**config.mk**
```make
export PLATFORM = sky130hd
export DESIGN_NAME = signed_int_to_decimal_ascii_top_flat
export DESIGN_NICKNAME = d
export VERILOG_FILES = /design/src/rtl/core/itoa_pkg.sv /design/src/rtl/core/itoa_in_if.sv /design/src/rtl/core/itoa_out_if.sv /design/src/rtl/core/signed_int_to_decimal_ascii_top.sv /design/src/flat_wrapper.sv
export SDC_FILE = /design/constraint.sdc
export NUM_CORES = 1
export LEC_CHECK = 0
export BUFFER_PORTS_ARGS = -buffer_cell sky130_fd_sc_hd__buf_4
export CORE_MARGIN = 3
export CORE_UTILIZATION = 65
export CTS_CLUSTER_SIZE = 14
export DETAILED_ROUTE_END_ITERATION = 10
export PLACE_DENSITY = 0.93
export SYNTH_ARGS = -nofsm -noshare
export SYNTH_HDL_FRONTEND = slang
export SYNTH_SLANG_ARGS = --single-unit
```
**constraint.sdc**
```tcl
create_clock -name i_clk -period 9.39 [get_ports i_clk]
set_input_delay 2.3475 -clock i_clk [delete_from_list [all_inputs] [get_ports i_clk]]
set_output_delay 2.3475 -clock i_clk [all_outputs]
set_load 0.005 [all_outputs]
```
**src/rtl/core/itoa_pkg.sv**
```systemverilog
`timescale 1ns / 1ps
// ----------------------------------------------------------------------------
// itoa_pkg
// Shared constants, microcode types and the control store for the signed
// integer to decimal text converter.
// ----------------------------------------------------------------------------
package itoa_pkg;

    localparam int VALUE_BITS_DEF = 32;

    localparam logic [7:0] ASCII_ZERO  = 8'h30;
    localparam logic [7:0] ASCII_MINUS = 8'h2D;

    localparam int PC_W = 3;

    localparam logic [PC_W-1:0] PC_LOAD   = 3'd0;
    localparam logic [PC_W-1:0] PC_SIGN   = 3'd1;
    localparam logic [PC_W-1:0] PC_DABBLE = 3'd2;
    localparam logic [PC_W-1:0] PC_SKIP   = 3'd3;
    localparam logic [PC_W-1:0] PC_EMIT   = 3'd4;

    typedef enum logic [2:0] {
        UOP_LOAD,
        UOP_SIGN,
        UOP_DABBLE,
        UOP_SKIP,
        UOP_EMIT
    } t_uop;

    typedef enum logic [1:0] {
        COND_ALWAYS,
        COND_BITS_LEFT,
        COND_LEAD_ZERO,
        COND_MORE_DIGITS
    } t_cond;

    typedef struct packed {
        t_uop            op;
        t_cond           cond;
        logic [PC_W-1:0] jump_pc;
        logic [PC_W-1:0] next_pc;
    } t_ucode;

    // Control store: take on a true condition, else fall to next_pc.
    function automatic t_ucode ucode_rom(input logic [PC_W-1:0] pc);
        t_ucode w;
        case (pc)
            PC_LOAD:   w = '{op: UOP_LOAD,   cond: COND_ALWAYS,
                             jump_pc: PC_SIGN,   next_pc: PC_SIGN};
            PC_SIGN:   w = '{op: UOP_SIGN,   cond: COND_ALWAYS,
                             jump_pc: PC_DABBLE, next_pc: PC_DABBLE};
            PC_DABBLE: w = '{op: UOP_DABBLE, cond: COND_BITS_LEFT,
                             jump_pc: PC_DABBLE, next_pc: PC_SKIP};
            PC_SKIP:   w = '{op: UOP_SKIP,   cond: COND_LEAD_ZERO,
                             jump_pc: PC_SKIP,   next_pc: PC_EMIT};
            PC_EMIT:   w = '{op: UOP_EMIT,   cond: COND_MORE_DIGITS,
                             jump_pc: PC_EMIT,   next_pc: PC_LOAD};
            default:   w = '{op: UOP_LOAD,   cond: COND_ALWAYS,
                             jump_pc: PC_LOAD,   next_pc: PC_LOAD};
        endcase
        return w;
    endfunction

endpackage

```
**src/rtl/core/itoa_in_if.sv**
```systemverilog
`timescale 1ns / 1ps
// ----------------------------------------------------------------------------
// itoa_in_if
// Input channel: one signed integer word per handshake.
// ----------------------------------------------------------------------------
interface itoa_in_if #(
    parameter int VALUE_BITS = 32
);
    logic                         valid;
    logic                         ready;
    logic signed [VALUE_BITS-1:0] value;

    modport source (output valid, output value, input ready);
    modport sink   (input valid, input value, output ready);
endinterface

```
**src/rtl/core/itoa_out_if.sv**
```systemverilog
`timescale 1ns / 1ps
// ----------------------------------------------------------------------------
// itoa_out_if
// Output channel: one ASCII character word per handshake, last marks the end.
// ----------------------------------------------------------------------------
interface itoa_out_if;
    logic       valid;
    logic       ready;
    logic [7:0] character;
    logic       last;

    modport source (output valid, output character, output last, input ready);
    modport sink   (input valid, input character, input last, output ready);
endinterface

```
**src/rtl/core/signed_int_to_decimal_ascii_top.sv**
```systemverilog
`timescale 1ns / 1ps
// ----------------------------------------------------------------------------
// signed_int_to_decimal_ascii_top
// Converts a signed integer to its decimal ASCII text, one character a word.
// ----------------------------------------------------------------------------
// Usage:
//   i_num carries one signed VALUE_BITS-bit integer per word. o_chr returns
//   its text most significant character first: '-' for a negative value,
//   then the digits without leading zeros, last set on the final digit.
//   Zero gives the single character '0'.
// Steps:
//   A word is taken only while the sequencer sits at its load step. After
//   that come one step for the sign, one step per input bit of the
//   bit-serial shift-and-add-3 loop, one step per leading zero dropped plus
//   one, then one step per digit sent. The next word is not taken until the
//   last digit of the current one has gone to the output register. The '-'
//   is registered at the sign step for a negative value, the first digit at
//   the first emit step, after the loop and the leading zeros dropped.
// Reset and stall:
//   Reset returns the step counter to the load step, drops o_chr.valid and
//   holds i_num.ready low. A stalled output holds its word; the sequencer
//   waits on the sign step of a negative value and on the digit steps until the output register frees up.
// ----------------------------------------------------------------------------
module signed_int_to_decimal_ascii_top
    import itoa_pkg::*;
#(
    parameter int VALUE_BITS = VALUE_BITS_DEF
) (
    input  logic              i_clk,
    input  logic              i_rst_n,
    itoa_in_if.sink           i_num,
    itoa_out_if.source        o_chr
);

    localparam int NUM_DIGITS = ((VALUE_BITS * 77) >> 8) + 1;
    localparam int BCD_W      = NUM_DIGITS * 4;
    localparam int BITS_W     = $clog2(VALUE_BITS + 1);
    localparam int LEFT_W     = $clog2(NUM_DIGITS + 1);

    logic [PC_W-1:0]       r_pc,        n_pc;
    logic                  r_neg,       n_neg;
    logic [VALUE_BITS-1:0] r_mag,       n_mag;
    logic [BCD_W-1:0]      r_bcd,       n_bcd;
    logic [BITS_W-1:0]     r_bits,      n_bits;
    logic [LEFT_W-1:0]     r_left,      n_left;
    logic                  r_out_valid, n_out_valid;
    logic [7:0]            r_char,      n_char;
    logic                  r_last,      n_last;

    t_ucode                w_uc;
    logic                  w_cond;
    logic                  w_stall;
    logic                  w_out_free;
    logic [3:0]            w_top;
    logic [BCD_W-1:0]      w_adj;
    logic [VALUE_BITS-1:0] w_raw;

    assign w_uc       = ucode_rom(r_pc);
    assign w_out_free = !r_out_valid || o_chr.ready;
    assign w_top      = r_bcd[BCD_W-1 -: 4];
    assign w_raw      = VALUE_BITS'(i_num.value);

    // Sequencer: condition and stall for the current control word
    always_comb begin
        case (w_uc.cond)
            COND_ALWAYS:      w_cond = 1'b1;
            COND_BITS_LEFT:   w_cond = (r_bits != BITS_W'(1));
            COND_LEAD_ZERO:   w_cond = (w_top == 4'd0) && (r_left > LEFT_W'(1));
            COND_MORE_DIGITS: w_cond = (r_left != LEFT_W'(1));
            default:          w_cond = 1'b0;
        endcase
    end

    always_comb begin
        case (w_uc.op)
            UOP_LOAD: w_stall = !i_num.valid;
            UOP_SIGN: w_stall = r_neg && !w_out_free;
            UOP_EMIT: w_stall = !w_out_free;
            default:  w_stall = 1'b0;
        endcase
    end

    always_comb begin
        if (w_stall) begin
            n_pc = r_pc;
        end else if (w_cond) begin
            n_pc = w_uc.jump_pc;
        end else begin
            n_pc = w_uc.next_pc;
        end
    end

    assign i_num.ready = i_rst_n && (w_uc.op == UOP_LOAD);

    // Add-3 correction on every BCD digit ahead of the shift
    always_comb begin
        logic [3:0] dig;
        for (int d = 0; d < NUM_DIGITS; d++) begin
            dig = r_bcd[d*4 +: 4];
            w_adj[d*4 +: 4] = (dig >= 4'd5) ? dig + 4'd3 : dig;
        end
    end

    // Datapath driven by the control word
    always_comb begin
        n_neg       = r_neg;
        n_mag       = r_mag;
        n_bcd       = r_bcd;
        n_bits      = r_bits;
        n_left      = r_left;
        n_out_valid = r_out_valid && !o_chr.ready;
        n_char      = r_char;
        n_last      = r_last;

        case (w_uc.op)
            UOP_LOAD: begin
                if (i_num.valid) begin
                    n_neg  = w_raw[VALUE_BITS-1];
                    n_mag  = w_raw[VALUE_BITS-1] ? (~w_raw + VALUE_BITS'(1)) : w_raw;
                    n_bcd  = '0;
                    n_bits = BITS_W'(VALUE_BITS);
                    n_left = LEFT_W'(NUM_DIGITS);
                end
            end
            UOP_SIGN: begin
                if (r_neg && w_out_free) begin
                    n_out_valid = 1'b1;
                    n_char      = ASCII_MINUS;
                    n_last      = 1'b0;
                end
            end
            UOP_DABBLE: begin
                n_bcd  = {w_adj[BCD_W-2:0], r_mag[VALUE_BITS-1]};
                n_mag  = {r_mag[VALUE_BITS-2:0], 1'b0};
                n_bits = r_bits - BITS_W'(1);
            end
            UOP_SKIP: begin
                // drop a leading zero, keep at least one digit
                if (w_cond) begin
                    n_bcd  = {r_bcd[BCD_W-5:0], 4'd0};
                    n_left = r_left - LEFT_W'(1);
                end
            end
            UOP_EMIT: begin
                if (w_out_free) begin
                    n_out_valid = 1'b1;
                    n_char      = ASCII_ZERO + 8'(w_top);
                    n_last      = (r_left == LEFT_W'(1));
                    n_bcd       = {r_bcd[BCD_W-5:0], 4'd0};
                    n_left      = r_left - LEFT_W'(1);
                end
            end
            default: begin
                n_out_valid = r_out_valid && !o_chr.ready;
            end
        endcase
    end

    always_ff @(posedge i_clk) begin
        if (!i_rst_n) begin
            r_pc        <= PC_LOAD;
            r_out_valid <= 1'b0;
        end else begin
            r_pc        <= n_pc;
            r_out_valid <= n_out_valid;
        end
    end

    always_ff @(posedge i_clk) begin
        r_neg  <= n_neg;
        r_mag  <= n_mag;
        r_bcd  <= n_bcd;
        r_bits <= n_bits;
        r_left <= n_left;
        r_char <= n_char;
        r_last <= n_last;
    end

    assign o_chr.valid     = r_out_valid;
    assign o_chr.character = r_char;
    assign o_chr.last      = r_last;

    // Assertions
    a_dabble_count: assert property (@(posedge i_clk) disable iff (!i_rst_n)
        (r_pc == PC_DABBLE) |-> (r_bits != '0))
        else $error("conversion loop entered with no bits left");

    a_emit_count: assert property (@(posedge i_clk) disable iff (!i_rst_n)
        (r_pc == PC_EMIT) |-> (r_left != '0))
        else $error("digit emit with no digits left");

    a_char_range: assert property (@(posedge i_clk) disable iff (!i_rst_n)
        (o_chr.valid && o_chr.character != ASCII_MINUS) |->
        (o_chr.character >= ASCII_ZERO && o_chr.character <= ASCII_ZERO + 8'd9))
        else $error("non-digit character on output");

    a_sign_not_last: assert property (@(posedge i_clk) disable iff (!i_rst_n)
        (o_chr.valid && o_chr.character == ASCII_MINUS) |-> !o_chr.last)
        else $error("sign marked as final character");

endmodule
```
**src/flat_wrapper.sv**
```systemverilog
// flat-port wrapper written by rule: the top's interface ports become plain ports
module signed_int_to_decimal_ascii_top_flat import itoa_pkg::*;
#(
    parameter int VALUE_BITS = VALUE_BITS_DEF
)
  (i_clk, i_rst_n, i_num_valid, i_num_value, i_num_ready, o_chr_valid, o_chr_character, o_chr_last, o_chr_ready);
  itoa_in_if #(.VALUE_BITS(VALUE_BITS)) i_num_i ();
  itoa_out_if o_chr_i ();
  input  logic i_clk;
  input  logic i_rst_n;
  input wire logic [$bits(i_num_i.valid)-1:0] i_num_valid;
  input wire logic [$bits(i_num_i.value)-1:0] i_num_value;
  output wire logic [$bits(i_num_i.ready)-1:0] i_num_ready;
  output wire logic [$bits(o_chr_i.valid)-1:0] o_chr_valid;
  output wire logic [$bits(o_chr_i.character)-1:0] o_chr_character;
  output wire logic [$bits(o_chr_i.last)-1:0] o_chr_last;
  input wire logic [$bits(o_chr_i.ready)-1:0] o_chr_ready;
  assign i_num_i.valid = i_num_valid;
  assign i_num_i.value = i_num_value;
  assign i_num_ready = i_num_i.ready;
  assign o_chr_valid = o_chr_i.valid;
  assign o_chr_character = o_chr_i.character;
  assign o_chr_last = o_chr_i.last;
  assign o_chr_i.ready = o_chr_ready;
  signed_int_to_decimal_ascii_top #(.VALUE_BITS(VALUE_BITS)) u_core (.i_clk(i_clk), .i_rst_n(i_rst_n), .i_num(i_num_i), .o_chr(o_chr_i));
endmodule
```
# Yosys cells after proc, flatten, opt, wreduce, memory -nomap -nowiden
# Cells that the tools add are included.
dict set report classes {
  add_sub_neg 14
  magnitude_cmp 11
  eq_ne 18
  muxes 36
  bitwise_logic 1
  n_reduce_logical 23
}
# cell count
set ops {}
lappend ops {{40-bit case mux with 4 select lines} 1}
lappend ops {{40-bit two-way mux} 3}
lappend ops {{32-bit two-way mux} 2}
lappend ops {{32-bit case mux with 2 select lines} 1}
lappend ops {{11-bit case mux with 5 select lines} 1}
lappend ops {{4-bit two-way mux} 12}
lappend ops {{4-bit by 3-bit greater-or-equal comparator with 1-bit output (second input constant)} 10}
lappend ops {{4-bit by 2-bit adder with 4-bit output (second input constant)} 9}
lappend ops {{32-bit by 1-bit adder with 32-bit output (second input constant)} 1}
lappend ops {{32-bit inverter} 1}
lappend ops {{8-bit two-way mux} 2}
lappend ops {{8-bit case mux with 2 select lines} 1}
lappend ops {{3-bit by 2-bit == test with 1-bit output (second input constant)} 4}
lappend ops {{4-bit case mux with 3 select lines} 1}
lappend ops {{6-bit case mux with 2 select lines} 1}
lappend ops {{4-bit AND reduction} 2}
lappend ops {{6-bit by 4-bit adder with 7-bit output (first input constant)} 1}
lappend ops {{3-bit by 1-bit == test with 1-bit output (second input constant)} 2}
lappend ops {{3-bit == test (second input constant)} 2}
lappend ops {{3-bit zero test} 2}
lappend ops {{3-bit two-way mux} 2}
lappend ops {{6-bit two-way mux} 1}
lappend ops {{2-bit by 1-bit inequality test with 1-bit output (second input constant)} 3}
lappend ops {{6-bit by 1-bit inequality test with 1-bit output (second input constant)} 1}
lappend ops {{other kinds (23)} 37}
dict set report word_totals {
  ff_bits 96
  in_bits 36
  word_cells 112
}

# Logic depth before layout (Yosys ltp)
dict set report depth {
  word_depth 6
  ltp_mapped 8
}

# Worst setup path before layout
# No wires, ideal clock.
dict set report synth_timing {
  path_type {input to register}
  startpoint {in i_num_valid}
  endpoint {reg u_core.r_bits[0], enable pin}
  setup_time_ns 0.486
  arrival_time_ns 5.117
  required_time_ns 8.904
  path_slack_ns 3.787
  cell_stages 2
  n_path_buf 0
  path_cell_list {inv_1 > o21ai_0}
}
dict set report synth_between {
  elab_chain_len 2
}
# item line
set synth_rtl {}
lappend synth_rtl {{from (decl)} flat_wrapper.sv:11} ;# input wire logic [$bits(i_num_i.valid)-1:0] i_num_valid;
lappend synth_rtl {{2-bit inequality test (no line)} -}
lappend synth_rtl {{2-bit AND reduction (no line)} -}
lappend synth_rtl {{to (signal assigned)} signed_int_to_decimal_ascii_top.sv:173} ;# r_bits <= n_bits;
lappend synth_rtl {{to (decl)} signed_int_to_decimal_ascii_top.sv:44} ;# logic [BITS_W-1:0] r_bits, n_bits;
# No other way between the ends.
# A chain may end at the register's enable or synchronous reset.

# Worst setup path in the final report
dict set report layout_timing {
  startpoint {in i_rst_n}
  endpoint {out i_num_ready}
}
dict set report layout_between {
  elab_chain_len 1
}
# item line
set layout_rtl {}
lappend layout_rtl {{from (decl)} flat_wrapper.sv:10} ;# input logic i_rst_n;
lappend layout_rtl {{1-bit logical AND} signed_int_to_decimal_ascii_top.sv:93} ;# assign i_num.ready = i_rst_n && (w_uc.op == UOP_LOAD);
lappend layout_rtl {{to (decl)} flat_wrapper.sv:13} ;# output wire logic [$bits(i_num_i.ready)-1:0] i_num_ready;
# No other way between the ends.

==> results.py <==
metrics = {
    "timing": {
        "slew_headroom_pct": 24.0,
        "post-route-min-period_ps": 5100,
        "hold_viol": 0,
        "skew_ps": 9.54,
        "finalSetupTns_ps": 0,
        "rsz0062_at_grt": "false",
        "holdWs_ps": 530,
        "finalCritPeriodShare_pct": 54.3,
        "max_slew.worst_pin.slew_ps": 1130,
        "setup_viol": 0,
        "max_freq_mhz": 196,
        "slew_viol_final": 0,
    },
    "setup_path": {
        "endpoint": "i_num_ready",
        "r2r_start": "u_core.r_pc[0]",
        "r2r_end": "u_core.r_mag[20]",
        "crit_arrival_ps": 2750,
        "worst-path-max-fanout": 6,
        "setup.worst_path.start_class": "primary input",
        "critical_path.startpoint": "i_rst_n",
        "worstSetupPathType": "in2out",
        "cp.required_ps": 7040,
        "endpoint_kind": "output port",
        "rrSetupSlack_ps": 6920,
        "reg2reg_depth": 3,
    },
    "final_layout": {
        "drive_above_1_share_pct": 11.5,
        "regArea_um2": 2750,
        "layoutNonFillerInstCount": 722,
        "n_antenna_cell": 0,
        "fillerInstances": 576,
        "nets": 674,
        "area_growth_pct": 10.4,
        "multiInputGateArea_um2": 2710,
    },
    "routing": {
        "vias": 4394,
        "drc": 0,
        "firstDrtPassIters": 5,
        "via_per_inst": 6.09,
        "wl_per_cell_um": 15.5,
        "ant_nets": 0,
        "routed_wl_um": 11200,
        "dr.first_iter.drc_count": 424,
    },
    "logic_synthesis": {
        "yosysWarnings": 0,
        "synth_top_area_share_pct": 47.3,
        "yosysTopAreaCell": "edfxtp_1",
        "yosysSeqAreaShare_pct": 48.7,
        "syn_area_per_cell_um2": 9.76,
        "synthesis.area_um2": 5650,
        "synthArstFlopShare_pct": 0,
        "ys_types": 48,
        "synth_cells": 579,
        "synth_edf_count": 89,
        "synth_area_leaders": "edfxtp_1, o21ai_0, ha_1",
        "synthFlopType": "edfxtp_1",
        "ys_ff_latch": 93,
    },
    "placement": {
        "place_congestion": 0.859,
        "port_buffers": 43,
        "dp_cells": 706,
        "dp_hpwl_um": 7870,
    },
    "grt": {
        "antenna_found_initial": 0,
        "grt_pass1_wl_um": 19200,
        "grt_pass1_vias": 4225,
        "grt_max_degree": 57,
        "grt_overflow": 0,
        "grt_use_total_pct": 24.0,
    },
    "clock_tree": {
        "postCtsResizedCells": 0,
        "htreeDepth": 3,
        "post_cts.repair.setup_buffers": 0,
        "postCtsHoldBufs": 0,
        "clock_sinks": 93,
        "root_buffer": "clkbuf_8",
        "clk_latency_ps": 370,
        "clkTransAtPathRegs_ps": 80,
        "tritoncts": "yes",
        "cts_buffers": 9,
        "clockBufferDepth": 2,
    },
    "worst_hold_path": {
        "min_path_cells": 1,
        "hp-class": "reg2reg",
        "hp-start": "u_core.r_mag[31]",
    },
    "pwr": {
        "power_density_nw_per_um2": 216,
        "leakagePower_uw": 0.00226,
        "total_power_uw": 1350,
        "vdd_drop_max_v": 0.000113,
    },
    "die": {
        "die_h_um": 99.3,
        "io_pins": 47,
        "die_x_um": 99.3,
        "die_area_um2": 9850,
        "core_um2": 8340,
        "row_count": 33,
        "start_util_pct": 67.8,
    },
    "run": {
        "cap_viol_max_count": 0,
    },
    "run_status": {
        "status": "finished, final reports clean",
    },
}
## worst min-delay path by stage
stage | to | slack [ps]
final | u_core.r_bcd[0] | 530
after global routing | u_core.r_bcd[0] | 550
after detailed placement | u_core.r_mag[21] | 510
after floorplan | u_core.r_mag[31] | 490
after global placement | u_core.r_bcd[0] | 500
after CTS | u_core.r_mag[21] | 520
## cells by family (layout without fill, tap and decap cells)
| logic type | after synthesis | count (layout) | share of synthesized area, % |
|---|---|---|---|
| buffers and inverters | 56 | 93 | 4.05 |
| other | 2 | 3 | 0.133 |
| and+or+nand+nor | 191 | 191 | 16.6 |
| muxes | 3 | 3 | 0.531 |
| xor gates and xnor gates | 49 | 49 | 7.59 |
| DFF | 93 | 93 | 48.7 |
| adders and majority gates | 26 | 26 | 5.75 |
| AOI/OAI and AO/OA | 159 | 159 | 16.7 |
## per-layer routing
metal	track usage, %	vias up	share of wire, %
li1	-	2119	-
met1	30.0	2081	42
met2	41.0	172	51
met3	4.00	22	5.6
met4	10.7	0	2.0
met5	0	-	0
## registers in the layout, summed over array words and instances (netlist names)
| register | flops |
|---|---|
| u_core.r_bcd | 40 |
| u_core.r_mag | 32 |
| u_core.r_bits | 6 |
| u_core.o_chr.character | 5 |
| u_core.r_left | 4 |
| u_core.r_pc | 3 |
| u_core.o_chr.last | 1 |
| u_core.o_chr.valid | 1 |
| u_core.r_neg | 1 |
## metrics by stage
step / area (µm²) / util, % / worst slack, ps
6_report: 6240 / 74.9 / 4290
5_1_grt: 6240 / 74.9 / 4280
4_1_cts: 6240 / 74.9 / 4290
3_5_place_dp: 6060 / 72.6 / 4290
3_3_place_gp: 6060 / 72.6 / 4300
2_1_floorplan: 5660 / - / 3790
## critical path: stages
cell	delay (ps)
buf_4	130
nor2b_1	120
buf_4	150
## area by class of cell
cell class	count	share of cell area [%]
sequential	93	44.1
inverter	30	1.80
clock buffer	14	2.44
multi-input combinational	431	43.3
timing repair buffer	47	5.65
tap	105	2.10
clock inverter	2	0.561
## report_power, final
group | total, µW | switching (µW) | internal, µW
registers | 681 | 81.2 | 599
clock network | 264 | 134 | 131
logic | 404 | 245 | 159
total | 1350 | 460 | 889
## cells in the final DEF, fill, tap and decap left out, types with 10 or more instances in the layout
master    count
buf_4        47
o21ai_0      66
nand2_1      78
edfxtp_1     89
a21oi_1      47
inv_1        30
clkbuf_8     10
xor2_1       32
o31ai_1      18
nor3b_1      15
xnor2_1      17
nand2b_1     15
ha_1         26
nor2_1       40
## synthesized netlist by cell type, types with 3 or more instances
cell      instances
edfxtp_1         89
nand2_1          78
o21ai_0          67
a21oi_1          47
nor2_1           40
xor2_1           32
inv_1            30
ha_1             26
clkbuf_1         20
o31ai_1          18
xnor2_1          17
nand2b_1         16
nor3b_1          15
nor2b_1          10
nand3_1           5
nor3_1            5
nor4_1            5
o41ai_1           5
a22o_1            4
dfxtp_1           4
o21ai_1           4
or3_1             4
buf_4             3
mux2i_1           3
Power figures use the tool's default switching activity.
